`src/sv/bsb_pkg.sv`:
```
package bsb_pkg;

   // fixed field widths
   localparam int FRAC_BITS  = 16;
   localparam int U_W        = 22;
   localparam int VAL_W      = 17;
   localparam int IDX_W      = 4;
   localparam int DEG_W      = 3;
   localparam int CNT_W      = 5;
   localparam int CSR_IDX_W  = 1;
   localparam int CSR_DATA_W = 5;

   // internal widths: clamped degree up to 15, clamped count up to 127
   localparam int PD_W    = 4;
   localparam int PN_W    = 7;
   localparam int KNOT_W  = 8;
   localparam int NUM_W   = KNOT_W + FRAC_BITS;
   localparam int PROD_W  = NUM_W + VAL_W;
   localparam int Y_W     = PROD_W - FRAC_BITS;
   localparam int DIV_W   = 4;
   localparam int RECIP_S = 29;
   localparam int RECIP_W = RECIP_S + 1;
   localparam int QP_W    = Y_W + RECIP_W;
   localparam int Q_W     = QP_W - RECIP_S;

   localparam logic [VAL_W-1:0] ONE_FX = VAL_W'(1 << FRAC_BITS);

   // register indexes
   localparam logic [CSR_IDX_W-1:0] CSR_DEGREE      = 1'b0;
   localparam logic [CSR_IDX_W-1:0] CSR_POINT_COUNT = 1'b1;

   localparam logic [DEG_W-1:0] DEGREE_RESET = 3'd3;
   localparam logic [CNT_W-1:0] COUNT_RESET  = 5'd4;

   // one classified item between front and back
   typedef struct packed {
      logic [U_W-1:0]  u;
      logic [PD_W-1:0] p;
      logic [PN_W-1:0] n;
      logic            err;
   } job_type;

   typedef enum logic [3:0] {
      ST_IDLE,
      ST_ERR,
      ST_INIT,
      ST_RD0,
      ST_LD0,
      ST_RD,
      ST_MUL,
      ST_DIV,
      ST_WR,
      ST_EMIT
   } back_state_type;

   // open uniform knot value at position i
   function automatic logic [KNOT_W-1:0] knot_at(input logic [KNOT_W-1:0] i,
                                                 input logic [PD_W-1:0] p,
                                                 input logic [PN_W-1:0] n);
      logic [KNOT_W-1:0] pk;
      logic [KNOT_W-1:0] nk;
      pk = KNOT_W'(p);
      nk = KNOT_W'(n);
      if (i <= pk) begin
         return '0;
      end else if (i >= nk) begin
         return nk - pk;
      end else begin
         return i - pk;
      end
   endfunction

   // ceil(2^RECIP_S / d), exact quotient for dividends below 2^Y_W
   function automatic logic [RECIP_W-1:0] recip(input logic [DIV_W-1:0] d);
      logic [RECIP_W-1:0] r;
      case (d)
         4'd1:    r = RECIP_W'(536870912);
         4'd2:    r = RECIP_W'(268435456);
         4'd3:    r = RECIP_W'(178956971);
         4'd4:    r = RECIP_W'(134217728);
         4'd5:    r = RECIP_W'(107374183);
         4'd6:    r = RECIP_W'(89478486);
         4'd7:    r = RECIP_W'(76695845);
         4'd8:    r = RECIP_W'(67108864);
         4'd9:    r = RECIP_W'(59652324);
         4'd10:   r = RECIP_W'(53687092);
         4'd11:   r = RECIP_W'(48806447);
         4'd12:   r = RECIP_W'(44739243);
         4'd13:   r = RECIP_W'(41297763);
         4'd14:   r = RECIP_W'(38347923);
         4'd15:   r = RECIP_W'(35791395);
         default: r = '0;
      endcase
      return r;
   endfunction

endpackage

```
`src/sv/bsb_queue.sv`:
```
module bsb_queue import bsb_pkg::*; (
   input  logic    clock,
   input  logic    reset,
   input  logic    push,
   input  job_type push_data,
   input  logic    pop,
   output logic    full,
   output logic    not_empty,
   output job_type pop_data
);

   job_type    slot_ff [2];
   logic       wr_ptr_ff, wr_ptr_in;
   logic       rd_ptr_ff, rd_ptr_in;
   logic [1:0] cnt_ff, cnt_in;

   assign full      = (cnt_ff == 2'd2);
   assign not_empty = (cnt_ff != 2'd0);
   assign pop_data  = slot_ff[rd_ptr_ff];

   // pointer and fill count update
   always_comb begin
      wr_ptr_in = push ? ~wr_ptr_ff : wr_ptr_ff;
      rd_ptr_in = pop ? ~rd_ptr_ff : rd_ptr_ff;
      cnt_in    = cnt_ff + {1'b0, push} - {1'b0, pop};
   end

   always_ff @(posedge clock) begin
      if (reset) begin
         wr_ptr_ff <= 1'b0;
         rd_ptr_ff <= 1'b0;
         cnt_ff    <= 2'd0;
      end else begin
         wr_ptr_ff <= wr_ptr_in;
         rd_ptr_ff <= rd_ptr_in;
         cnt_ff    <= cnt_in;
      end
   end

   always_ff @(posedge clock) begin
      if (push) begin
         slot_ff[wr_ptr_ff] <= push_data;
      end
   end

endmodule

```
`config.mk`:
```
export PLATFORM = sky130hd
export DESIGN_NAME = bsb_queue
export DESIGN_NICKNAME = d
export VERILOG_FILES = /design/src/sv/bsb_pkg.sv /design/src/sv/bsb_queue.sv
export SDC_FILE = /design/constraint.sdc
export NUM_CORES = 1
export LEC_CHECK = 0
export ABC_AREA = 1
export BUFFER_PORTS_ARGS = -buffer_cell sky130_fd_sc_hd__buf_2
export CORE_MARGIN = 8
export CORE_UTILIZATION = 47
export DETAILED_ROUTE_END_ITERATION = 16
export MAX_ROUTING_LAYER = met4
export PLACE_DENSITY_LB_ADDON = 0.2
export SYNTH_ARGS = -nofsm -noshare
export SYNTH_HDL_FRONTEND = slang
export SYNTH_SLANG_ARGS = --single-unit
```
`constraint.sdc`:
```
create_clock -name clock -period 2.28 [get_ports clock]
set_input_delay 0.456 -clock clock [delete_from_list [all_inputs] [get_ports clock]]
set_output_delay 0.456 -clock clock [all_outputs]
set_load 0.005 [all_outputs]
```
# [Word-level counts from Yosys, hierarchy flattened]
# Memory sizes are Yosys's and may differ from the RTL's. A register that Yosys moved wholly into a read port is not among the register bits.
# Cells that the tools add are included.
[totals] register_bits=4 ramBits=68 out_inout_bits=36 n_memories=1
[mem_list] memory="slot_ff" words=2 width=34 read_ports=1 rd_clocked_by_memory_dff=1 write_ports=1 line_no="bsb_queue.sv:12" rtl="job_type slot_ff [2];"
[classes] addsub=2 n_eq_ne=1 muxes=4 bitwise=2 reduce_logical=1
[ops] cell="$mux W1" count=4
[ops] cell="$add A2 B1 Y2" count=1
[ops] cell="$eq A2 B2 Y1 const B" count=1
[ops] cell="$not A1 Y1" count=2
[ops] cell="$reduce_bool A2 Y1" count=1
[ops] cell="$sub A2 B1 Y2" count=1

# [Logic depth before layout (Yosys ltp)]
# Gate-level depths: netlist of run 1.
[depth] depth_word=3 ltp_mapped=9 ltp_nobuf=9

# [Worst setup path after synthesis of run 1]
# No wires, ideal clock.
[synth_path] path_type="input-to-reg" from="input port push" to="memory slot_ff[0][0] in the netlist's numbering, enable pin" setup_ns=0.426 t_arrival_ns=1.929 t_required_ns=1.854 slack_ns=-0.074 cell_stages=2 n_path_buf=0 cell_sequence="inv_1 -> nor2_1"
[synth_via] elab_chain_cells=2
[synth_rtl] item="start: declaration" line_no="bsb_queue.sv:4" rtl="input logic push,"
[synth_rtl] item="$mux W1" line_no="bsb_queue.sv:41" rtl="if (push) begin"
[synth_rtl] item="$mux W1 (implied by the code)" line_no="bsb_queue.sv:42" rtl="slot_ff[wr_ptr_ff] <= push_data;"
[synth_rtl] item="end: declaration" line_no="bsb_queue.sv:12"
# No other way between the ends.

==> results of run 1 <==
## final timing paths
| kind | end | from | cells after the start |
|---|---|---|---|
| worst max-delay path | pop_data[29] | flop | 3 |
| worst min-delay path | slot_ff[1][3]$_DFFE_PP_ | push_data[3] | 1 |
| worst max register to register | cnt_ff[1]$_SDFF_PP0_ | cnt_ff[0]$_SDFF_PP0_ | 8 |
| worst min register to register | rd_ptr_ff$_SDFFE_PP0P_ | rd_ptr_ff$_SDFFE_PP0P_ | 2 |
## sequential cells by signal, indices dropped and copies added (netlist names), named ones only
| signal | cells |
|---|---|
| cnt_ff | 2 |
| wr_ptr_ff | 1 |
| slot_ff | 68 |
| rd_ptr_ff | 1 |
## metrics by stage
| step | area (µm²) | total power [mW] | cells |
|---|---|---|---|
| after CTS | 3505 | 3.104 | 301 |
| after floorplan | 2835 | 1.816 | 137 |
| after global routing | 3505 | 3.199 | 301 |
| final | 3505 | 3.069 | 301 |
| after detailed placement | 3272 | 1.952 | 285 |
| after global placement | 3272 | 1.932 | 285 |
## power breakdown
| part | total, mW | switching [mW] | leakage, nW | internal [mW] |
|---|---|---|---|---|
| registers | 1.57 | 0.0212 | 0.680 | 1.55 |
| clock network | 1.16 | 0.438 | 0.120 | 0.717 |
| logic | 0.345 | 0.157 | 0.643 | 0.188 |
## critical path, delay by kind of cell, from the launching register on
family                 cells  cell delay (ps)
buffers and inverters      2              500
multiplexers               1              340
flip-flops                 1              330
## cell families after synthesis
logic type,after synthesis,share of synthesized area [%]
flip-flops,73,75.62
multiplexers,34,17.49
AND/OR/NAND/NOR,14,1.943
buffers and inverters,12,3.578
adder cells (fa/ha/maj),2,0.8833
AO/OA/AOI/OAI,1,0.1765
XOR/XNOR,1,0.3092
## synth_stat cells
| library cell | number | area (µm²) |
|---|---|---|
| ha_1 | 2 | 25.02 |
| nor3_1 | 1 | 5.000 |
| edfxtp_1 | 68 | 2042 |
| mux2_2 | 4 | 45.04 |
| buf_12 | 3 | 60.06 |
| mux2_4 | 30 | 450.4 |
| inv_1 | 8 | 30.03 |
| nand3_1 | 1 | 5.000 |
| nand2_1 | 5 | 18.77 |
| nor2_1 | 7 | 26.28 |
| dfxtp_1 | 5 | 100.1 |
| buf_6 | 1 | 11.26 |
| xnor2_1 | 1 | 8.760 |
| a21oi_1 | 1 | 5.000 |
## layout make-up
type                    count  share of cell area, %
flip-flops and latches     73                  61.16
multi-input cells          52                  17.03
repair buffers             77                  11.64
clock buffers               9                  3.534
clock inverters             7                  3.106
well taps                  75                  2.678
inverters                   8                 0.8568
## per-layer routing
metal	wire length (µm)	vias up	track usage (%)
li1	-	680	-
met1	2008	688	12.41
met2	2581	41	19.57
met3	267	9	3.125
met4	105	0	6.737
met5	0	-	-
==> summary.txt, run 1 <==
Final layout
  – Layout Nets: 261
  – Commonest non-fill, non-tap cell in the layout: buf_2
  – Antenna fix cells: 0
  – Area occupied by multi-input gates: 596.8 µm²
  – Syn-to-layout area delta: 23.72%
  – Fill cell count: between 400 and 500
  – Area occupied by registers: approximately 2100 µm²
  – Layout cell share with drive strength beyond 1: between 50% and 60%
  – Fin util: 59.55%
  – Most frequent cells in the layout: 73 x buf_2, 68 x edfxtp_1, 30 x mux2_4

Die
  – Core area: 5886 µm²
  – Die Wd: 93.64 µm
  – # rows: 28
  – Top Ports: 74
  – DIE AREA: slightly below 9000 µm²
  – Initial core utilization: 48.13%
  – Height of the die: 93.64 µm

Placement
  – Port bufs: 73
  – Setup Slack @ Placement: 677.0 ps
  – HPWL after DPL: approximately 3600 µm
  – Routability-driven placement congestion ratio: 0.6765

Clocking
  – Sinks on Clock Net: 73
  – Root Buffer: clkbuf_8
  – CTS tree: built
  – Latest clock arrival within the worst-skew pair: 330 ps
  – Clk slew on worst S/H paths: 70 ps
  – CTS Buffer Depth: 2
  – Post-cts resize count: 0
  – Post-CTS setup buffers: 0
  – H-tree depth: 3
  – Total CTS buffers: 9
  – Hold-fix buffer count after cts: 0

Timing
  – Final setup fails: 0
  – Endpoints failing hold: 0
  – Fin worst setup slack: 319.2 ps
  – Max-slew violation count: 0
  – Final hold slack: 311.5 ps
  – Maximum clock frequency: ~0.5 GHz
  – Clock Skews: 6.705 ps
  – TNS Setup: 0 ps
  – Period utilisation layout: around 86%
  – RSZ-0062 raised after global routing: no
  – Final Critical Period: 1961 ps
  – Slew @ Worst Pin: 461.6 ps
  – Slew margin rel.: 69.23%

Global routing
  – First-pass GRT wire length: 7486 µm
  – Initial antenna violation count: 0
  – All-Layer GR Usage: 11.76%
  – Grt total ovfl: 0
  – Vias in the first global route: 1563
  – Largest net degree at the start of global routing: 36

Route
  – Initial DRC count: 41
  – Wire length per cell: 16.49 µm
  – Post-route ant nets: 0
  – DRC violations left: 0
  – Vias per cell: about 4.7
  – Via count: 1418
  – DRT Pass-1 Iters: 4
  – Total wire length: 4962 µm

Synthesis
  – Cells after Synth: ~140
  – Sequential element share of the synthesized area: between 70% and 80%
  – Synth unique cells: 14
  – Flops & latches, synth: 73
  – Synth warn: 0
  – Post-Syn Nets: approximately 180
  – Post-Syn Area: 2833 µm²
  – Mean Syn Cell Area: 20.68 µm²

Critical path
  – Reg2Reg Setup Slack: a little under 1000 ps
  – Worst-path cell chain: buf_4, mux2_4, buf_2
  – Slowest stage delay, CP: between 300 and 400 ps
  – Crit path launch type: flop
  – Crit-path max FO: 22
  – Critical path class: flop to primary output
  – Worst EP arrival: 1500 ps
  – Crit. End Element: primary output
  – CP max stage cell: buf_4
  – Worst EP required: 1820 ps

Power and ir drop
  – Worst VDD drop: approximately 0.7 mV
  – PwrDens: between 800 and 900 nW/µm²
  – Leakage: 1.443 nW

Min path
  – HP Class: input pin to flop

Status
  – Outcome: completed

Run
  – Max-Cap Viols: 0
Power figures use the tool's default switching activity.
==> inputs of run 2 (changes only) <==
PLACE_DENSITY_LB_ADDON = 0.05   (was 0.2)
==> summary.txt, run 2 (synthesis gave the netlist of run 1 again) <==
Route
  – Via count: 1428 (+0.71%)
  – Post-route ant nets: 0 (unchanged)
  – Initial DRC count: 70 (+71%)
  – DRT Pass-1 Iters: 4 (unchanged)
  – Wire length per cell: 15.65 µm (-5.1%)
  – Vias per cell: 4.728 (+0.37%)
  – DRC violations left: 0 (unchanged)
  – Total wire length: 4726 µm (-4.8%)

Timing
  – Period utilisation layout: 84.84% (-1.2 points)
  – Final hold slack: 310.3 ps (-1.194 ps)
  – Max-slew violation count: 0 (unchanged)
  – Final Critical Period: 1934 ps (-26.47 ps)
  – Final setup fails: 0 (unchanged)
  – Endpoints failing hold: 0 (unchanged)
  – TNS Setup: 0 ps (unchanged)
  – Clock Skews: 4.807 ps (-1.897 ps)
  – Fin worst setup slack: 345.6 ps (+26.47 ps)
  – RSZ-0062 raised after global routing: no
  – Maximum clock frequency: 0.5170 GHz (+1.4%)
  – Slew margin rel.: 69.19% (about the same)
  – Slew @ Worst Pin: 462.1 ps (+0.5600 ps)

Global routing
  – All-Layer GR Usage: 11.65% (-0.11 points)
  – GRT Max-Usage Layer: met2
  – Met1 Use GR: 11.45% (-0.96 points)
  – M3 GR Usage: 4.167% (+1.0 points)
  – Met2 Use GR: 20.04% (+0.47 points)
  – Initial antenna violation count: 0 (unchanged)
  – Vias in the first global route: 1580 (+1.1%)
  – Largest net degree at the start of global routing: 35 (-2.8%)
  – Grt total ovfl: 0 (unchanged)
  – First-pass GRT wire length: 7424 µm (-0.83%)

Final layout
  – Layout Nets: 262 (+0.38%)
  – Largest regs: slot_ff (68), cnt_ff (2)
  – Layout cell share with drive strength beyond 1: 57.27% (+0.63 points)
  – Most frequent cells in the layout: 73 x buf_2, 68 x edfxtp_1, 30 x mux2_4
  – Max reg flops: 68 (unchanged)
  – Largest reg by FF count: slot_ff
  – Fill cell count: 480 (+5.3%)
  – Commonest non-fill, non-tap cell in the layout: buf_2
  – Fin cells: 302 (+0.33%)
  – Antenna fix cells: 0 (unchanged)
  – Syn-to-layout area delta: 22.22%

Critical path
  – Worst-path cell chain: buf_4, mux2_2, buf_2
  – Reg2Reg Setup Slack: 980 ps (about the same)
  – Worst Reg-to-Reg Cells: 8 (unchanged)
  – Crit. End Element: primary output
  – Slowest stage delay, CP: 370 ps (about the same)
  – CP endpoint: pop_data[1]
  – Worst EP arrival: 1480 ps (-20 ps)
  – Reg2Reg Launch Point: cnt_ff[0]$_SDFF_PP0_
  – Worst EP required: 1820 ps (about the same)
  – Crit-path leading delay family: buffers and inverters
  – Stages on the worst setup path: 3 (unchanged)
  – R2r endpoint: cnt_ff[1]$_SDFF_PP0_
  – CP max stage cell: mux2_2
  – Critical path class: flop to primary output
  – Crit-path max FO: 19 (-14%)
  – Crit path launch type: flop
  – Worst path bufs/invs: 2 (unchanged)

Placement
  – HPWL after DPL: 3369 µm (-6.2%)
  – Routability-driven placement congestion ratio: 0.6345 (-6.2%)
  – Placed Cells: 286 (+0.35%)
  – Port bufs: 73 (unchanged)
  – Setup Slack @ Placement: 688.2 ps (+11.23 ps)

Die
  – Initial core utilization: 48.13% (unchanged)
  – Top Ports: 74 (unchanged)
  – DIE AREA: 8768 µm² (unchanged)
  – Die Wd: 93.64 µm (unchanged)
  – Height of the die: 93.64 µm (unchanged)
  – # rows: 28 (unchanged)
  – Core area: 5886 µm² (unchanged)

Clocking
  – Post-cts resize count: 0 (unchanged)
  – Total CTS buffers: 9 (unchanged)
  – CTS tree: built
  – CTS Buffer Depth: 2 (unchanged)
  – Clk slew on worst S/H paths: 70 ps (about the same)
  – Sinks on Clock Net: 73 (unchanged)
  – Root Buffer: clkbuf_8
  – Latest clock arrival within the worst-skew pair: 330 ps (about the same)
  – Post-CTS setup buffers: 0 (unchanged)
  – H-tree depth: 3 (unchanged)
  – Hold-fix buffer count after cts: 0 (unchanged)

Min path
  – HP Class: input pin to flop

Run
  – Max-Cap Viols: 0 (unchanged)

Power and ir drop
  – Worst VDD drop: 0.4447 mV (-38%)
  – Leakage: 1.426 nW (-1.2%)
  – PwrDens: 825.3 nW/µm² (-5.8%)

Status
  – Outcome: completed
-- run 2: cell types whose count changed in the layout (fill, tap and decap cells not counted), sizes merged --
cell	before	now
buf	77	78
bufinv	3	1
clkbuf	9	10
clkinvlp	0	1
-- run 2: power breakdown --
part           internal, mW  switching (mW)
logic                 0.185           0.152
clock network         0.527           0.425
registers              1.55          0.0209
-- run 2: area by class of cell --
class | instances | area [µm²] | share of cell area (%)
tap | 75 | 93.84 | 2.711
timing repair buffer | 78 | 402.9 | 11.64
clock inverter | 6 | 57.56 | 1.662
clock buffer | 10 | 137.6 | 3.975
multi-input combinational | 52 | 596.8 | 17.24
inverter | 8 | 30.03 | 0.8674
sequential | 73 | 2143 | 61.91
-- run 2: per-layer routing --
layer  vias to the layer above  part of all wire [%]  wire (µm)
li1                        680                     -          -
met1                       692                    37       1768
met2                        47                    54       2570
met3                         9                   6.5        305
met4                         0                   1.7         82
met5                         -                     0          0
-- run 2: worst min-delay path by stage --
stage | to | slack [ps] | depth (start not counted) | startpoint
2_1_floorplan | flop | 480 | 2 | rd_ptr_ff$_SDFFE_PP0P_
3_3_place_gp | rd_ptr_ff$_SDFFE_PP0P_ | 510 | 2 | rd_ptr_ff$_SDFFE_PP0P_
3_5_place_dp | rd_ptr_ff$_SDFFE_PP0P_ | 500 | 2 | rd_ptr_ff$_SDFFE_PP0P_
4_1_cts | slot_ff[0][2]$_DFFE_PP_ | 300 | 1 | push_data[2]
5_1_grt | slot_ff[1][0]$_DFFE_PP_ | 290 | 1 | push_data[0]
6_report | slot_ff[0][28]$_DFFE_PP_ | 310 | 1 | push_data[28]
-- run 2: stage by stage --
step	utilization, %	instance area (µm²)	power, mW
floorplan	-	2835	1.816
global placement	55.51	3267	1.927
detailed placement	55.51	3267	1.943
CTS	58.82	3462	2.898
global route	58.82	3462	2.989
finish	58.82	3462	2.857
==> inputs of run 3 (changes only) <==
clock period = 1.75 ns   (was 2.28 ns; I/O delays follow)
==> summary.txt, run 3 (synthesis gave the netlist of run 1 again) <==
Die
  – Initial core utilization: 48.13% (unchanged)
  – DIE AREA: 8768 µm² (unchanged)
  – Top Ports: 74 (unchanged)
  – # rows: 28 (unchanged)
  – Height of the die: 93.64 µm (unchanged)
  – Die Wd: 93.64 µm (unchanged)
  – Core area: 5886 µm² (unchanged)

Final layout
  – Most frequent cells in the layout: 73 x buf_2, 68 x edfxtp_1, 30 x mux2_4
  – Syn-to-layout area delta: 22.08%
  – Fill cell count: 464 (-3.3%)
  – Largest reg by FF count: slot_ff
  – Antenna fix cells: 0 (unchanged)
  – Layout Nets: 262 (unchanged)
  – Layout cell share with drive strength beyond 1: 54.63% (-2.6 points)
  – Fin util: 58.76% (-0.064 points)
  – Area occupied by multi-input gates: 596.8 µm² (unchanged)
  – Max reg flops: 68 (unchanged)
  – Largest regs: slot_ff (68), cnt_ff (2)
  – Commonest non-fill, non-tap cell in the layout: buf_2
  – Area occupied by registers: 2146 µm² (+0.12%)

Clocking
  – Post-CTS setup buffers: 0 (unchanged)
  – Hold-fix buffer count after cts: 0 (unchanged)
  – Post-cts resize count: 1 (+1)
  – CTS Buffer Depth: 2 (unchanged)
  – Latest clock arrival within the worst-skew pair: 320 ps (about the same)
  – Total CTS buffers: 9 (unchanged)
  – CTS tree: built
  – Sinks on Clock Net: 73 (unchanged)
  – H-tree depth: 3 (unchanged)
  – Root Buffer: clkbuf_8
  – Clk slew on worst S/H paths: 60 ps (about the same)

Route
  – DRC violations left: 0 (unchanged)
  – Wire length per cell: 15.68 µm (+0.19%)
  – Total wire length: 4735 µm (+0.19%)
  – Via count: 1413 (-1.1%)
  – Post-route ant nets: 0 (unchanged)
  – Vias per cell: 4.679 (-1.1%)
  – Initial DRC count: 41 (-41%)
  – DRT Pass-1 Iters: 4 (unchanged)

Timing
  – TNS Setup: 0 ps (unchanged)
  – Endpoints failing hold: 0 (unchanged)
  – Slew @ Worst Pin: 251.5 ps (-210.7 ps)
  – Max-slew violation count: 0 (unchanged)
  – Final Critical Period: 1699 ps
  – Final setup fails: 0 (unchanged)
  – RSZ-0062 raised after global routing: no
  – Slew margin rel.: 83.23% (+14 points)
  – Clock Skews: 7.782 ps (+2.974 ps)
  – Maximum clock frequency: 0.5886 GHz
  – Period utilisation layout: 97.08%

Global routing
  – Largest net degree at the start of global routing: 35 (unchanged)
  – All-Layer GR Usage: 11.56% (-0.091 points)
  – First-pass GRT wire length: 7293 µm (-1.8%)
  – Initial antenna violation count: 0 (unchanged)
  – Vias in the first global route: 1575 (-0.32%)
  – Grt total ovfl: 0 (unchanged)

Critical path
  – Reg2Reg Launch Point: cnt_ff[0]$_SDFF_PP0_
  – Slowest stage delay, CP: 370 ps (about the same)
  – Crit-path max FO: 19 (unchanged)
  – Worst-path cell chain: buf_12, mux2_2, buf_2
  – Crit path launch type: flop
  – Worst EP arrival: 1350 ps (-130 ps)
  – Critical path class: flop to primary output
  – Crit. End Element: primary output
  – CP max stage cell: dfxtp_4
  – Worst EP required: 1400 ps (-420 ps)

Run
  – Max-Cap Viols: 0 (unchanged)

Power and ir drop
  – PwrDens: 1020 nW/µm² (+24%)
  – Leakage: 1.412 nW (-0.99%)
  – Worst VDD drop: 0.5744 mV (+29%)

Placement
  – HPWL after DPL: 3429 µm (+1.8%)
  – Routability-driven placement congestion ratio: 0.6352 (+0.11%)
  – Port bufs: 73 (unchanged)

Status
  – Outcome: completed

Min path
  – HP Class: input pin to flop
  – Hold Crit Start: push_data[2]
## run 3: cell count changes in the layout (fill, tap and decap cells not counted), sizes merged
cell,delta
clkinv,-2
bufinv,-1
clkinvlp,-1
clkbuf,+4
## run 3: worst max-delay path, delay by kind of cell (launching register included)
kind / cells / cell delay, ps
flip-flops: 1 / 370
multiplexers: 1 / 350
buffers and inverters: 2 / 310
## run 3: final cells by class
class | instances | area share [%]
flip-flops and latches | 73 | 62.05
clock buffers | 14 | 4.124
clock inverters | 2 | 0.2533
inverters | 8 | 0.8683
repair buffers | 78 | 12.74
multi-input cells | 52 | 17.26
well taps | 75 | 2.713
## run 3: worst paths after layout
path	endpoint	slack [ps]	cells past startpoint
worst max-delay path	pop_data[1]	50	3
worst min-delay path	slot_ff[0][2]$_DFFE_PP_	220	1
worst min register to register	rd_ptr_ff$_SDFFE_PP0P_	530	2
worst max register to register	cnt_ff[1]$_SDFF_PP0_	450	8
## run 3: through the flow
stage	area, µm²	setup slack, ps	hold slack, ps	std cells	total power, mW
after global routing	3458	0.2993	192.7	302	3.693
after floorplan	2835	82.09	421.2	137	2.367
after CTS	3458	15.17	194.4	302	3.592
after global placement	3304	381.7	510.0	286	2.532
final	3458	51.02	215.8	302	3.527
after detailed placement	3304	359.2	507.3	286	2.553
## run 3: layer usage
metal | global-route usage [%] | wire (µm)
met2 | 20.74 | 2565
met1 | 11.03 | 1801
met3 | 3.285 | 293
met5 | - | 0
met4 | 5.945 | 74
## run 3: power by group
part | leakage (nW) | total (mW) | switching, mW | internal (mW)
Sequential | 0.680 | 2.05 | 0.0298 | 2.02
Clock | 0.0761 | 1.02 | 0.512 | 0.511
Combinational | 0.655 | 0.457 | 0.200 | 0.257
Total | 1.41 | 3.53 | 0.742 | 2.78
