[config.mk]
export PLATFORM = sky130hd
export DESIGN_NAME = bsb_front
export DESIGN_NICKNAME = d
export VERILOG_FILES = /design/src/sv/bsb_pkg.sv /design/src/sv/bsb_front.sv
export SDC_FILE = /design/constraint.sdc
export NUM_CORES = 1
export LEC_CHECK = 0
export BUFFER_PORTS_ARGS = -buffer_cell sky130_fd_sc_hd__buf_4
export CAP_MARGIN = 5
export CELL_PAD_IN_SITES_DETAIL_PLACEMENT = 0
export CELL_PAD_IN_SITES_GLOBAL_PLACEMENT = 1
export CORE_MARGIN = 1
export CORE_UTILIZATION = 20
export CTS_CLUSTER_DIAMETER = 200
export DETAILED_ROUTE_END_ITERATION = 10
export PLACE_DENSITY_LB_ADDON = 0.15
export SKIP_CTS_REPAIR_TIMING = 1
export SYNTH_ARGS = -nofsm -noshare
export SYNTH_HDL_FRONTEND = slang
export SYNTH_SLANG_ARGS = --single-unit
[constraint.sdc]
create_clock -name clock -period 2.2 [get_ports clock]
set_clock_uncertainty 0.15 [all_clocks]
set_input_delay 0.22 -clock clock [delete_from_list [all_inputs] [get_ports clock]]
set_output_delay 0.22 -clock clock [all_outputs]
set_load 0.05 [all_outputs]
[src/sv/bsb_pkg.sv]
package bsb_pkg;

   // fixed field widths
   localparam int FRAC_BITS  = 16;
   localparam int U_W        = 22;
   localparam int VAL_W      = 17;
   localparam int IDX_W      = 4;
   localparam int DEG_W      = 3;
   localparam int CNT_W      = 5;
   localparam int CSR_IDX_W  = 1;
   localparam int CSR_DATA_W = 5;

   // internal widths: clamped degree up to 15, clamped count up to 127
   localparam int PD_W    = 4;
   localparam int PN_W    = 7;
   localparam int KNOT_W  = 8;
   localparam int NUM_W   = KNOT_W + FRAC_BITS;
   localparam int PROD_W  = NUM_W + VAL_W;
   localparam int Y_W     = PROD_W - FRAC_BITS;
   localparam int DIV_W   = 4;
   localparam int RECIP_S = 29;
   localparam int RECIP_W = RECIP_S + 1;
   localparam int QP_W    = Y_W + RECIP_W;
   localparam int Q_W     = QP_W - RECIP_S;

   localparam logic [VAL_W-1:0] ONE_FX = VAL_W'(1 << FRAC_BITS);

   // register indexes
   localparam logic [CSR_IDX_W-1:0] CSR_DEGREE      = 1'b0;
   localparam logic [CSR_IDX_W-1:0] CSR_POINT_COUNT = 1'b1;

   localparam logic [DEG_W-1:0] DEGREE_RESET = 3'd3;
   localparam logic [CNT_W-1:0] COUNT_RESET  = 5'd4;

   // one classified item between front and back
   typedef struct packed {
      logic [U_W-1:0]  u;
      logic [PD_W-1:0] p;
      logic [PN_W-1:0] n;
      logic            err;
   } job_type;

   typedef enum logic [3:0] {
      ST_IDLE,
      ST_ERR,
      ST_INIT,
      ST_RD0,
      ST_LD0,
      ST_RD,
      ST_MUL,
      ST_DIV,
      ST_WR,
      ST_EMIT
   } back_state_type;

   // open uniform knot value at position i
   function automatic logic [KNOT_W-1:0] knot_at(input logic [KNOT_W-1:0] i,
                                                 input logic [PD_W-1:0] p,
                                                 input logic [PN_W-1:0] n);
      logic [KNOT_W-1:0] pk;
      logic [KNOT_W-1:0] nk;
      pk = KNOT_W'(p);
      nk = KNOT_W'(n);
      if (i <= pk) begin
         return '0;
      end else if (i >= nk) begin
         return nk - pk;
      end else begin
         return i - pk;
      end
   endfunction

   // ceil(2^RECIP_S / d), exact quotient for dividends below 2^Y_W
   function automatic logic [RECIP_W-1:0] recip(input logic [DIV_W-1:0] d);
      logic [RECIP_W-1:0] r;
      case (d)
         4'd1:    r = RECIP_W'(536870912);
         4'd2:    r = RECIP_W'(268435456);
         4'd3:    r = RECIP_W'(178956971);
         4'd4:    r = RECIP_W'(134217728);
         4'd5:    r = RECIP_W'(107374183);
         4'd6:    r = RECIP_W'(89478486);
         4'd7:    r = RECIP_W'(76695845);
         4'd8:    r = RECIP_W'(67108864);
         4'd9:    r = RECIP_W'(59652324);
         4'd10:   r = RECIP_W'(53687092);
         4'd11:   r = RECIP_W'(48806447);
         4'd12:   r = RECIP_W'(44739243);
         4'd13:   r = RECIP_W'(41297763);
         4'd14:   r = RECIP_W'(38347923);
         4'd15:   r = RECIP_W'(35791395);
         default: r = '0;
      endcase
      return r;
   endfunction

endpackage

[src/sv/bsb_front.sv]
module bsb_front import bsb_pkg::*; #(
   parameter int MAX_POINTS = 16,
   parameter int MAX_DEGREE = 7
) (
   input  logic                  clock,
   input  logic                  reset,
   input  logic                  csr_write_en,
   input  logic [CSR_IDX_W-1:0]  csr_index,
   input  logic [CSR_DATA_W-1:0] csr_write_data,
   input  logic                  start,
   input  logic [U_W-1:0]        req_param_u,
   input  logic                  q_full,
   output logic                  push,
   output job_type               job
);

   logic [DEG_W-1:0] degree_ff, degree_in;
   logic [CNT_W-1:0] count_ff, count_in;
   logic [PD_W-1:0]  p_eff;
   logic [PN_W-1:0]  n_eff;

   // configuration registers
   always_comb begin
      degree_in = degree_ff;
      count_in  = count_ff;
      if (csr_write_en) begin
         unique case (csr_index)
            CSR_DEGREE:      degree_in = csr_write_data[DEG_W-1:0];
            CSR_POINT_COUNT: count_in  = csr_write_data[CNT_W-1:0];
            default: ;
         endcase
      end
   end

   always_ff @(posedge clock) begin
      if (reset) begin
         degree_ff <= DEGREE_RESET;
         count_ff  <= COUNT_RESET;
      end else begin
         degree_ff <= degree_in;
         count_ff  <= count_in;
      end
   end

   // clamp and classify
   always_comb begin
      p_eff = (PD_W'(degree_ff) > PD_W'(MAX_DEGREE)) ? PD_W'(MAX_DEGREE) : PD_W'(degree_ff);
      n_eff = (PN_W'(count_ff) > PN_W'(MAX_POINTS)) ? PN_W'(MAX_POINTS) : PN_W'(count_ff);
      job.u   = req_param_u;
      job.p   = p_eff;
      job.n   = n_eff;
      job.err = (n_eff < PN_W'(2)) || (n_eff <= PN_W'(p_eff));
   end

   assign push = start & ~q_full;

endmodule

## Yosys cells after proc, flatten, opt, wreduce, memory -nomap -nowiden

Cells that the tools add are included.
W data, S select, Z words.

| storage, ports and cells | value |
|---|---|
| bits in registers | 8 |
| output and inout port bits | 35 |
| word-level logic and storage cells | 12 |
| input port bits | 33 |

| operators by class | value |
|---|---|
| multiplexer cells | 1 |
| reduce and logical (&&, ||, !) cells | 3 |
| $lt $le $gt $ge | 3 |
| bitwise logic cells | 3 |

Operators with widths:

| operator | count |
|---|---|
| $gt A5 B5 Y1 const B | 1 |
| $le A5 B3 Y1 | 1 |
| $lt A5 B2 Y1 const B | 1 |
| $mux W5 | 1 |
| $reduce_and A2 Y1 | 2 |
| $not A1 Y1 | 2 |
| $and A1 B1 Y1 | 1 |
| $logic_or A1 B1 Y1 | 1 |

## Depth between registers and ports, before layout

Gate-level depths: netlist of run 1.

| logic depth | value |
|---|---|
| depth after elaboration | 4 |
| depth in mapped cells | 5 |

## Worst setup path before layout of run 1

OpenSTA, ideal clock, no wires.

| timing | value |
|---|---|
| path type | register to output |
| start | register count_ff[1] |
| end | output port job[0] in the netlist's numbering |
| cell stages (with the launch flop) | 6 |
| path slack | -1.193 ns |
| arrival | 3.023 ns |
| cell sequence | dfxtp_1 nor2b_1 ha_1 nor2b_1 o32a_1 a211oi_1 |

RTL lines:

| item | line | RTL |
|---|---|---|
| start: declaration | bsb_front.sv:18 | `logic [CNT_W-1:0] count_ff, count_in;` |
| start signal: assignment | bsb_front.sv:41 | `count_ff <= count_in;` |
| end: declaration | bsb_front.sv:14 | `output job_type job` |

==> summary.txt, run 1 <==
Setup path
  – Worst path top cell family by delay: compound AO/OA/AOI/OAI gates
  – Crit-path slowest cell: dfxtp_2
  – Crit end category: output pin
  – Reg-to-Reg End: degree_ff[1]$_SDFFE_PP1P_
  – Worst-path cell chain: nor2b_4 > ha_4 > nor2b_1 > o32a_1 > a211oi_4 > buf_6
  – WP data required: 1830 ps
  – Crit path from: count_ff[1]$_SDFFE_PP0P_
  – Reg-to-reg startpoint: degree_ff[1]$_SDFFE_PP1P_
  – Path depth of the worst reg2reg path: 3
  – Worst Path Max Fanout: 3
  – Arrival time worst endpoint: 1830 ps
  – Crit path largest cell delay: 340 ps
  – CP Launch Type: register
  – Worst Setup Path Type: reg2out
  – Reg-to-reg slack, setup: 1180 ps
  – WP buf/inv: 1

STA
  – Worst hold slack: 37.9 ps
  – Tmin final: 2200 ps
  – RSZ-0062 raised after global routing: true
  – Post-route setup TNS: 0 ps
  – Final setup vio count: 0
  – Final period utilization: 0.998
  – Fin. max-slew vios: 0
  – Final hold violations: 0
  – Max Freq: 455 MHz

Layout
  – Synth-to-layout area growth: 13.9%
  – Register area: 166 um^2
  – Fillers: 311
  – Commonest cells after routing, fill and taps aside: buf_4 (21), nand2_1 (5), dfxtp_1 (5)
  – Commonest non-fill, non-tap cell in the layout: buf_4
  – Layout cells sized above 1: 0.459
  – Footprint of the multi-input gates: 279 um^2
  – Ant diodes: 0
  – Final net count: 112

Clocking
  – Clock sinks: 8
  – Htree depth: 1
  – Clock tree buffer depth: 2
  – Clk slew on worst S/H paths: 60 ps
  – Clock tree root buffer cell: clkbuf_4
  – Clock latency on the worst-skew pair: 250 ps
  – CTS Buf Count: 3
  – CTS tree: done

GRT
  – Global-route wire length before repair: 1.82 mm
  – Vias in the first global route: 411
  – Total track usage: 0.0758
  – Overflow after GRT: 0
  – Initial antenna violation count: 0
  – Pin count of the biggest net entering global routing: 9

Power
  – Maximum vdd drop: 0.247 mV
  – Power per cell area: 624 nW/um^2
  – Lkg Pwr: 0.313 nW

Place
  – IO buf count: 20
  – Routability cong.: 0.680
  – Final HPWL DP: 1.01 mm

Logic synthesis
  – Synthesized area per cell: 8.15 um^2
  – Synth Cell Area: 603 um^2
  – Synth unique cells: 20
  – Post-synthesis register bit count: 8
  – Asr flop ratio synth: 0
  – Sequential fraction of the synthesis area: 0.266
  – Yosys warns: 0
  – Number of synthesized flops with an enable pin: 0
  – Post-synth top flop: dfxtp_1
  – Post-Syn Instances: 74

Route
  – First-pass DRT Iterations: 7
  – DRT iter0 DRCs: 13
  – Drt drc: 10
  – Vias/cell: 4.13
  – Post-detailed-route count of antenna-violating nets: 0
  – WL/cell: 11.7 um
  – Vias: 434
  – Drt total wl: 1.23 mm

Min path
  – Worst hold path depth: 2
  – Hold path start: csr_write_data[0]
  – WHS Endpoint: degree_ff[0]$_SDFFE_PP1P_
  – Hold crit path type: in2reg

Die
  – Core ar.: 2810 um^2
  – Die Width: 56.9 um
  – Die Footprint: 3240 um^2
  – Die height: 56.9 um
  – Initial Util: 0.215
  – # rows: 19
  – Top Ports: 68

Flow run
  – MaxCap Viol Count: 0

Status
  – Status: finished with violations
  – Violated checks: DRC
kinds of logic after synthesis:
group	after synthesis	share of synthesized area
AOI/OAI and AO/OA	10	0.116
adders and majority gates	3	0.0622
buffers and inverters	30	0.342
DFF	8	0.266
muxes	1	0.0166
other	1	0.00622
and+or+nand+nor	21	0.191
report_power, final:
part | switching [mW] | internal (mW) | total, mW
Clock | 0.0484 | 0.0623 | 0.111
Sequential | 0.00700 | 0.153 | 0.160
Combinational | 0.0970 | 0.0612 | 0.158
how the worst max path moves through the flow:
stage	to	slack (ps)	cells past startpoint
CTS	job[0]	-70	6
global placement	job[0]	230	6
floorplan	job[0]	-100	5
detailed placement	job[0]	210	6
global route	job[0]	-60	6
finish	job[0]	5	6
Yosys cell counts, types with 3 or more instances:
master	count	share of area
nand2_1	5	0.031
nor2_1	3	0.019
nand3_1	4	0.033
ha_1	3	0.062
nor2b_1	6	0.062
inv_1	3	0.019
dfxtp_1	8	0.27
buf_4	25	0.31
a21oi_1	4	0.033
a211o_1	3	0.044
flip-flops by register name, summed over array words and instances (netlist names):
register   flops
count_ff       5
degree_ff      3
through the flow:
stage	setup WS, ps	std cells	utilization	cell area, um^2	power (mW)
2_1_floorplan	-97.2	76	-	648	0.381
3_3_place_gp	232	100	0.229	642	0.317
3_5_place_dp	214	100	0.229	642	0.318
4_1_cts	-67.7	103	0.237	664	0.433
5_1_grt	-63.1	105	0.245	687	0.460
6_report	4.52	105	0.245	687	0.429
layer usage:
metal  GRT usage  vias up  share of wire
met5           0        -              0
met4      0.0488        0         0.0049
met3      0.0392        4           0.12
met2       0.116       23           0.45
met1      0.0821      190           0.42
li1            -      217              -
final cells by class:
type / count / area share
Inverter: 3 / 0.0164
Tap cell: 31 / 0.0565
Timing Repair Buffer: 22 / 0.246
Multi-Input combinational cell: 38 / 0.406
Sequential cell: 8 / 0.242
Clock buffer: 3 / 0.0328
No activity file was read; power rests on OpenSTA's default activity.
==> inputs of run 2 (changes only) <==
--- a/config.mk
+++ b/config.mk
@@ -5,12 +5,13 @@
 export SDC_FILE = /design/constraint.sdc
 export NUM_CORES = 1
 export LEC_CHECK = 0
+export ABC_AREA = 1
 export BUFFER_PORTS_ARGS = -buffer_cell sky130_fd_sc_hd__buf_4
 export CAP_MARGIN = 5
 export CELL_PAD_IN_SITES_DETAIL_PLACEMENT = 0
 export CELL_PAD_IN_SITES_GLOBAL_PLACEMENT = 1
 export CORE_MARGIN = 1
-export CORE_UTILIZATION = 20
+export CORE_UTILIZATION = 18
 export CTS_CLUSTER_DIAMETER = 200
 export DETAILED_ROUTE_END_ITERATION = 10
 export PLACE_DENSITY_LB_ADDON = 0.15
==> constraint.sdc (replaced) <==
create_clock -name clock -period 1.9 [get_ports clock]
set_clock_uncertainty 0.15 [all_clocks]
set_input_delay 0.19 -clock clock [delete_from_list [all_inputs] [get_ports clock]]
set_output_delay 0.19 -clock clock [all_outputs]
set_load 0.05 [all_outputs]
==> summary.txt, run 2 <==
Clocking
  – Clk slew on worst S/H paths: 60 ps (about the same)
  – Clock sinks: 8 (unchanged)
  – CTS tree: done
  – Htree depth: 1 (unchanged)
  – Clock latency on the worst-skew pair: 260 ps (about the same)
  – CTS Buf Count: 3 (unchanged)
  – Clock tree root buffer cell: clkbuf_4
  – Clock tree buffer depth: 2 (unchanged)

Logic synthesis
  – Post-synth top flop: dfxtp_1
  – Post-synthesis register bit count: 8 (unchanged)
  – Synth unique cells: 13 (-35%)
  – Synth area leaders: buf_4 (29%), dfxtp_1 (25%), nand2_1 (10%)
  – Post-Syn Instances: 99 (+34%)
  – Post-synth top area cell: buf_4
  – Count leader, synth: buf_4
  – Asr flop ratio synth: 0 (unchanged)
  – Number of synthesized flops with an enable pin: 0 (unchanged)
  – Yosys warns: 0 (unchanged)
  – Post-synth top area share: 0.293 (-0.0182)
  – Commonest cells in the netlist: buf_4 (25), nand2_1 (17), nor2_1 (17), inv_1 (14), dfxtp_1 (8)
  – Synth Cell Area: 641 um^2 (+6.2%)
  – Sequential fraction of the synthesis area: 0.250 (-0.0156)
  – Synthesized area per cell: 6.47 um^2 (-21%)

Layout
  – Commonest non-fill, non-tap cell in the layout: buf_4
  – Synth-to-layout area growth: 22.3%
  – Most flop-heavy register: count_ff
  – Final net count: 139 (+24%)
  – Top Registers: count_ff x5, degree_ff x3
  – Commonest cells after routing, fill and taps aside: buf_4 (21), inv_1 (14), nor2_1 (14), nand2_1 (13), o21ai_0 (5)
  – Fin area: 783 um^2 (+14%)
  – Max reg flops: 5 (unchanged)
  – Layout cells sized above 1: 0.406 (-0.0535)
  – Ant diodes: 0 (unchanged)
  – Fillers: 417 (+34%)

GRT
  – Initial antenna violation count: 0 (unchanged)
  – Vias in the first global route: 474 (+15%)
  – Total track usage: 0.0785 (+0.00267)
  – Overflow after GRT: 0 (unchanged)
  – Pin count of the biggest net entering global routing: 9 (unchanged)
  – Global-route wire length before repair: 2.06 mm (+13%)

Status
  – Violated checks: hold timing, setup timing
  – Status: finished with violations

Setup path
  – WP data required: 1560 ps (-270 ps)
  – Arrival time worst endpoint: 1630 ps (-200 ps)
  – Worst Path Max Fanout: 3 (unchanged)
  – Worst Setup Path Type: reg2out
  – CP Launch Type: register
  – Path depth of the worst reg2reg path: 3 (unchanged)
  – Crit end category: output pin

STA
  – Final setup vio count: 1 (+1)
  – Worst setup margin: -73.2 ps (-77.7 ps)
  – Worst hold slack: -7.37 ps (-45.3 ps)
  – RSZ-0062 raised after global routing: true
  – Tmin final: 1970 ps
  – Fin. max-slew vios: 0 (unchanged)
  – Final period utilization: 1.04
  – Final hold violations: 1 (+1)
  – Max Freq: 507 MHz

Die
  – Core ar.: 3360 um^2 (+20%)
  – Die height: 61.7 um (+8.3%)
  – Top Ports: 68 (unchanged)
  – Die Footprint: 3800 um^2 (+17%)
  – Initial Util: 0.190 (-0.0245)
  – # rows: 21 (+2)
  – Die Width: 61.7 um (+8.3%)

Route
  – Drt drc: 0 (-10)
  – Vias: 522 (+20%)
  – WL/cell: 9.35 um (-20%)
  – First-pass DRT Iterations: 4 (-3)
  – Vias/cell: 3.55 (-14%)
  – Drt total wl: 1.38 mm (+12%)
  – DRT iter0 DRCs: 11 (-2)
  – Post-detailed-route count of antenna-violating nets: 0 (unchanged)

Place
  – IO buf count: 20 (unchanged)
  – Place WS: 83.0 ps (-131 ps)
  – Final HPWL DP: 1.17 mm (+15%)
  – Cell Area, Placed: 709 um^2 (+11%)
  – Routability cong.: 0.634 (-6.8%)

Power
  – Maximum vdd drop: 0.164 mV (-34%)
  – Lkg Pwr: 0.420 nW (+34%)
  – Power per cell area: 697 nW/um^2 (+12%)

Flow run
  – MaxCap Viol Count: 0 (unchanged)

Min path
  – Hold crit path type: in2reg
  – Worst hold path depth: 3 (+1)
## run 2: cell types whose count changed in the layout (fill, tap and decap cells not counted), moves of 2 or more
cell,before,now
inv_1,3,14
a21oi_1,4,0
nor2b_4,2,0
nor2_2,0,2
a211o_1,3,0
nor2b_1,4,0
nor2_1,3,14
nand2_1,5,13
o21ai_0,0,5
nand2_2,0,4
## run 2: routing by layer
layer  share of wire  track usage
met2            0.46        0.123
met4           0.036       0.0730
met3           0.086       0.0294
met1            0.42       0.0805
met5               0            0
## run 2: worst max-delay path, stage by stage, from the launching register on
cell and delay, ps:
dfxtp_2 340, nor2_4 110, nand2_2 70, a21boi_4 170, ha_4 230, nand2_2 50
nand2_1 40, nor2_1 110, nand2_2 70, nand2_4 60, buf_8 140
## run 2: worst paths after layout
check / slack [ps] / startpoint / to
max: -70 / count_ff[1]$_SDFFE_PP0P_ / job[0]
min: -7 / csr_write_data[1] / degree_ff[1]$_SDFFE_PP1P_
max reg2reg: 1050 / count_ff[3]$_SDFFE_PP0P_ / count_ff[3]$_SDFFE_PP0P_
min reg2reg: 360 / degree_ff[2]$_SDFFE_PP0P_ / degree_ff[2]$_SDFFE_PP0P_
## run 2: power breakdown
group / total (mW) / internal (mW) / leakage (nW) / switching, mW
logic: 0.215 / 0.0807 / 0.338 / 0.135
clock network: 0.137 / 0.0727 / 0.0138 / 0.0641
registers: 0.194 / 0.180 / 0.0672 / 0.0138
total: 0.546 / 0.333 / 0.420 / 0.212
## run 2: layout make-up
type	instances	area, um^2	share of cell area
Sequential cell	8	168	0.214
Clock buffer	3	22.5	0.0288
Tap cell	46	57.6	0.0735
Inverter	15	56.3	0.0719
Multi-Input combinational cell	52	297	0.379
Timing Repair Buffer	23	183	0.233
## run 2: cells by family (layout without fill, tap and decap cells)
family | count (synthesis) | count (layout) | synth area share
other | 1 | 3 | 0.00585
buffers and inverters | 41 | 41 | 0.387
DFF | 8 | 8 | 0.250
and+or+nand+nor | 40 | 40 | 0.248
adders and majority gates | 3 | 3 | 0.0586
AOI/OAI and AO/OA | 6 | 6 | 0.0508
## run 2: through the flow
| step | util | std cells | TNS, ps | total power, mW | hold WS [ps] |
|---|---|---|---|---|---|
| after global routing | 0.233 | 147 | -180 | 0.588 | -3.54 |
| after floorplan | - | 101 | -22.8 | 0.464 | 153 |
| after global placement | 0.211 | 142 | 0 | 0.396 | 230 |
| final | 0.233 | 147 | -73.2 | 0.546 | -7.37 |
| after detailed placement | 0.211 | 142 | 0 | 0.397 | 230 |
| after CTS | 0.218 | 145 | -206 | 0.534 | -6.76 |
==> inputs of run 3 (changes only) <==
--- a/config.mk
+++ b/config.mk
@@ -8,14 +8,15 @@
 export ABC_AREA = 1
 export BUFFER_PORTS_ARGS = -buffer_cell sky130_fd_sc_hd__buf_4
 export CAP_MARGIN = 5
-export CELL_PAD_IN_SITES_DETAIL_PLACEMENT = 0
-export CELL_PAD_IN_SITES_GLOBAL_PLACEMENT = 1
+export CELL_PAD_IN_SITES_DETAIL_PLACEMENT = 1
+export CELL_PAD_IN_SITES_GLOBAL_PLACEMENT = 2
 export CORE_MARGIN = 1
-export CORE_UTILIZATION = 18
+export CORE_UTILIZATION = 13
 export CTS_CLUSTER_DIAMETER = 200
 export DETAILED_ROUTE_END_ITERATION = 10
 export PLACE_DENSITY_LB_ADDON = 0.15
 export SKIP_CTS_REPAIR_TIMING = 1
+export SLEW_MARGIN = 20
 export SYNTH_ARGS = -nofsm -noshare
 export SYNTH_HDL_FRONTEND = slang
 export SYNTH_SLANG_ARGS = --single-unit
==> summary.txt, run 3 (same netlist as run 2, synthesis figures left out) <==
Clocking
  – Clock tree buffer depth: 2 (unchanged)
  – Htree depth: 1 (unchanged)
  – Clock sinks: 8 (unchanged)
  – CTS tree: done
  – Clock tree root buffer cell: clkbuf_8
  – Clk slew on worst S/H paths: 40 ps (-20 ps)
  – CTS Buf Count: 3 (unchanged)
  – Clock latency on the worst-skew pair: 230 ps (-30 ps)

Flow run
  – MaxCap Viol Count: 0 (unchanged)

GRT
  – Pin count of the biggest net entering global routing: 9 (unchanged)
  – Overflow after GRT: 0 (unchanged)
  – Total track usage: 0.0662 (-0.0122)
  – Vias in the first global route: 548 (+16%)
  – Global-route wire length before repair: 2.55 mm (+24%)
  – Initial antenna violation count: 0 (unchanged)

Die
  – Die height: 72.2 um (+17%)
  – Die Footprint: 5210 um^2 (+37%)
  – Initial Util: 0.136 (-0.0548)
  – Die Width: 72.2 um (+17%)
  – Core ar.: 4720 um^2 (+40%)
  – Top Ports: 68 (unchanged)
  – # rows: 25 (+19%)

Setup path
  – Reg-to-reg slack, setup: 1010 ps (-40 ps)
  – Worst path top cell family by delay: simple AND/OR/NAND/NOR gates
  – CP Launch Type: register
  – Crit path largest cell delay: 340 ps (about the same)
  – Crit-path slowest cell: dfxtp_2
  – Reg-to-Reg End: count_ff[0]$_SDFFE_PP0P_
  – Arrival time worst endpoint: 1620 ps (about the same)
  – Path depth of the worst reg2reg path: 3 (unchanged)
  – Crit end category: output pin
  – WP data required: 1560 ps (about the same)
  – Worst-path cell chain: nor2_4 > nand2_2 > a21boi_4 > ha_4 > nand2_2 > nand2_1 > nor2_1 > nand2_1 > nand2_4 > buf_8
  – Worst Setup Path Type: reg2out
  – Reg-to-reg startpoint: count_ff[0]$_SDFFE_PP0P_
  – Worst Path Max Fanout: 3 (unchanged)
  – WP buf/inv: 1 (unchanged)

Layout
  – Synth-to-layout area growth: 30.9%
  – Layout cells sized above 1: 0.413 (+0.00752)
  – Final net count: 142 (+2.2%)
  – Commonest non-fill, non-tap cell in the layout: buf_4
  – Most flop-heavy register: count_ff
  – Final Util: 0.177 (-0.0554)
  – Commonest cells after routing, fill and taps aside: buf_4 (25), inv_1 (14), nand2_1 (14), nor2_1 (14)
  – Top Registers: count_ff x5, degree_ff x3
  – Max reg flops: 5 (unchanged)
  – Ant diodes: 0 (unchanged)

STA
  – Final period utilization: 1.03 (-0.00512)
  – Fin. max-slew vios: 0 (unchanged)
  – Max Freq: 509 MHz (+0.50%)
  – Worst setup margin: -63.5 ps (+9.72 ps)
  – Final hold violations: 0 (-1)
  – Tmin final: 1960 ps (-9.72 ps)
  – Final setup vio count: 1 (unchanged)
  – Worst hold slack: 21.4 ps (+28.8 ps)
  – RSZ-0062 raised after global routing: true

Place
  – IO buf count: 20 (unchanged)
  – Routability cong.: 0.615 (-3.1%)
  – Final HPWL DP: 1.36 mm (+17%)
  – Place WS: 48.3 ps (-34.7 ps)

Min path
  – Hold path start: csr_write_data[1]
  – Worst hold path depth: 3 (unchanged)
  – WHS Endpoint: degree_ff[1]$_SDFFE_PP1P_
  – Hold crit path type: in2reg

Status
  – Status: finished with violations
  – Violated checks: setup timing

Route
  – Drt total wl: 1.58 mm (+15%)
  – First-pass DRT Iterations: 4 (unchanged)
  – Vias/cell: 3.16 (-11%)
  – Drt drc: 0 (unchanged)
  – WL/cell: 9.26 um (-1.0%)
  – Vias: 541 (+3.6%)
  – Post-detailed-route count of antenna-violating nets: 0 (unchanged)
  – DRT iter0 DRCs: 8 (-3)

Power
  – Power per cell area: 747 nW/um^2 (+7.2%)
  – Lkg Pwr: 0.443 nW (+5.7%)
  – Maximum vdd drop: 0.121 mV (-26%)
## run 3: cell types whose count changed in the layout (fill, tap and decap cells not counted), sizes merged
cell / previous run / this run
buf: 22 / 26
dlygate4sd3: 1 / 0
## run 3: metrics by stage
stage	std cells	power (mW)	cell area (um^2)	setup TNS [ps]
3_3_place_gp	165	0.404	751	0
6_report	171	0.626	838	-63.5
2_1_floorplan	101	0.464	686	-22.8
4_1_cts	168	0.618	792	-202
5_1_grt	171	0.660	838	-158
3_5_place_dp	165	0.406	751	0
## run 3: final cells by class
class                   instances  area (um^2)
clock buffers                   3         41.3
fillers                       577         3880
inverters                      15         56.3
multi-input cells              52          289
flip-flops and latches          8          165
well taps                      67         83.8
repair buffers                 26          203
## run 3: worst register-to-register path: stages, from the launching register on
cell and delay [ps]:
dfxtp_2 320, buf_4 130, nor2_1 120, nor2_1 60
## run 3: worst max-delay path by stage
stage / from / endpoint / slack, ps / cells past startpoint
floorplan: count_ff[2]$_SDFFE_PP1P_ / job[0] / -20 / 9
global placement: count_ff[2]$_SDFFE_PP1P_ / job[0] / 100 / 10
detailed placement: count_ff[2]$_SDFFE_PP1P_ / job[0] / 50 / 10
CTS: count_ff[2]$_SDFFE_PP1P_ / job[0] / -200 / 10
global route: count_ff[0]$_SDFFE_PP0P_ / job[0] / -160 / 10
finish: count_ff[1]$_SDFFE_PP0P_ / job[0] / -60 / 10
## run 3: metal layers
metal / up-vias / global-route usage / routed length [um]
li1: 279 / - / -
met5: - / 0 / 0
met1: 230 / 0.0783 / 734
met3: 9 / 0.0222 / 129
met4: 0 / 0.0501 / 40
met2: 23 / 0.0987 / 679
## run 3: report_power, final
part | switching [mW] | internal, mW | leakage [nW]
clock | 0.0706 | 0.138 | 0.0216
sequential | 0.0130 | 0.181 | 0.0669
combinational | 0.138 | 0.0853 | 0.355
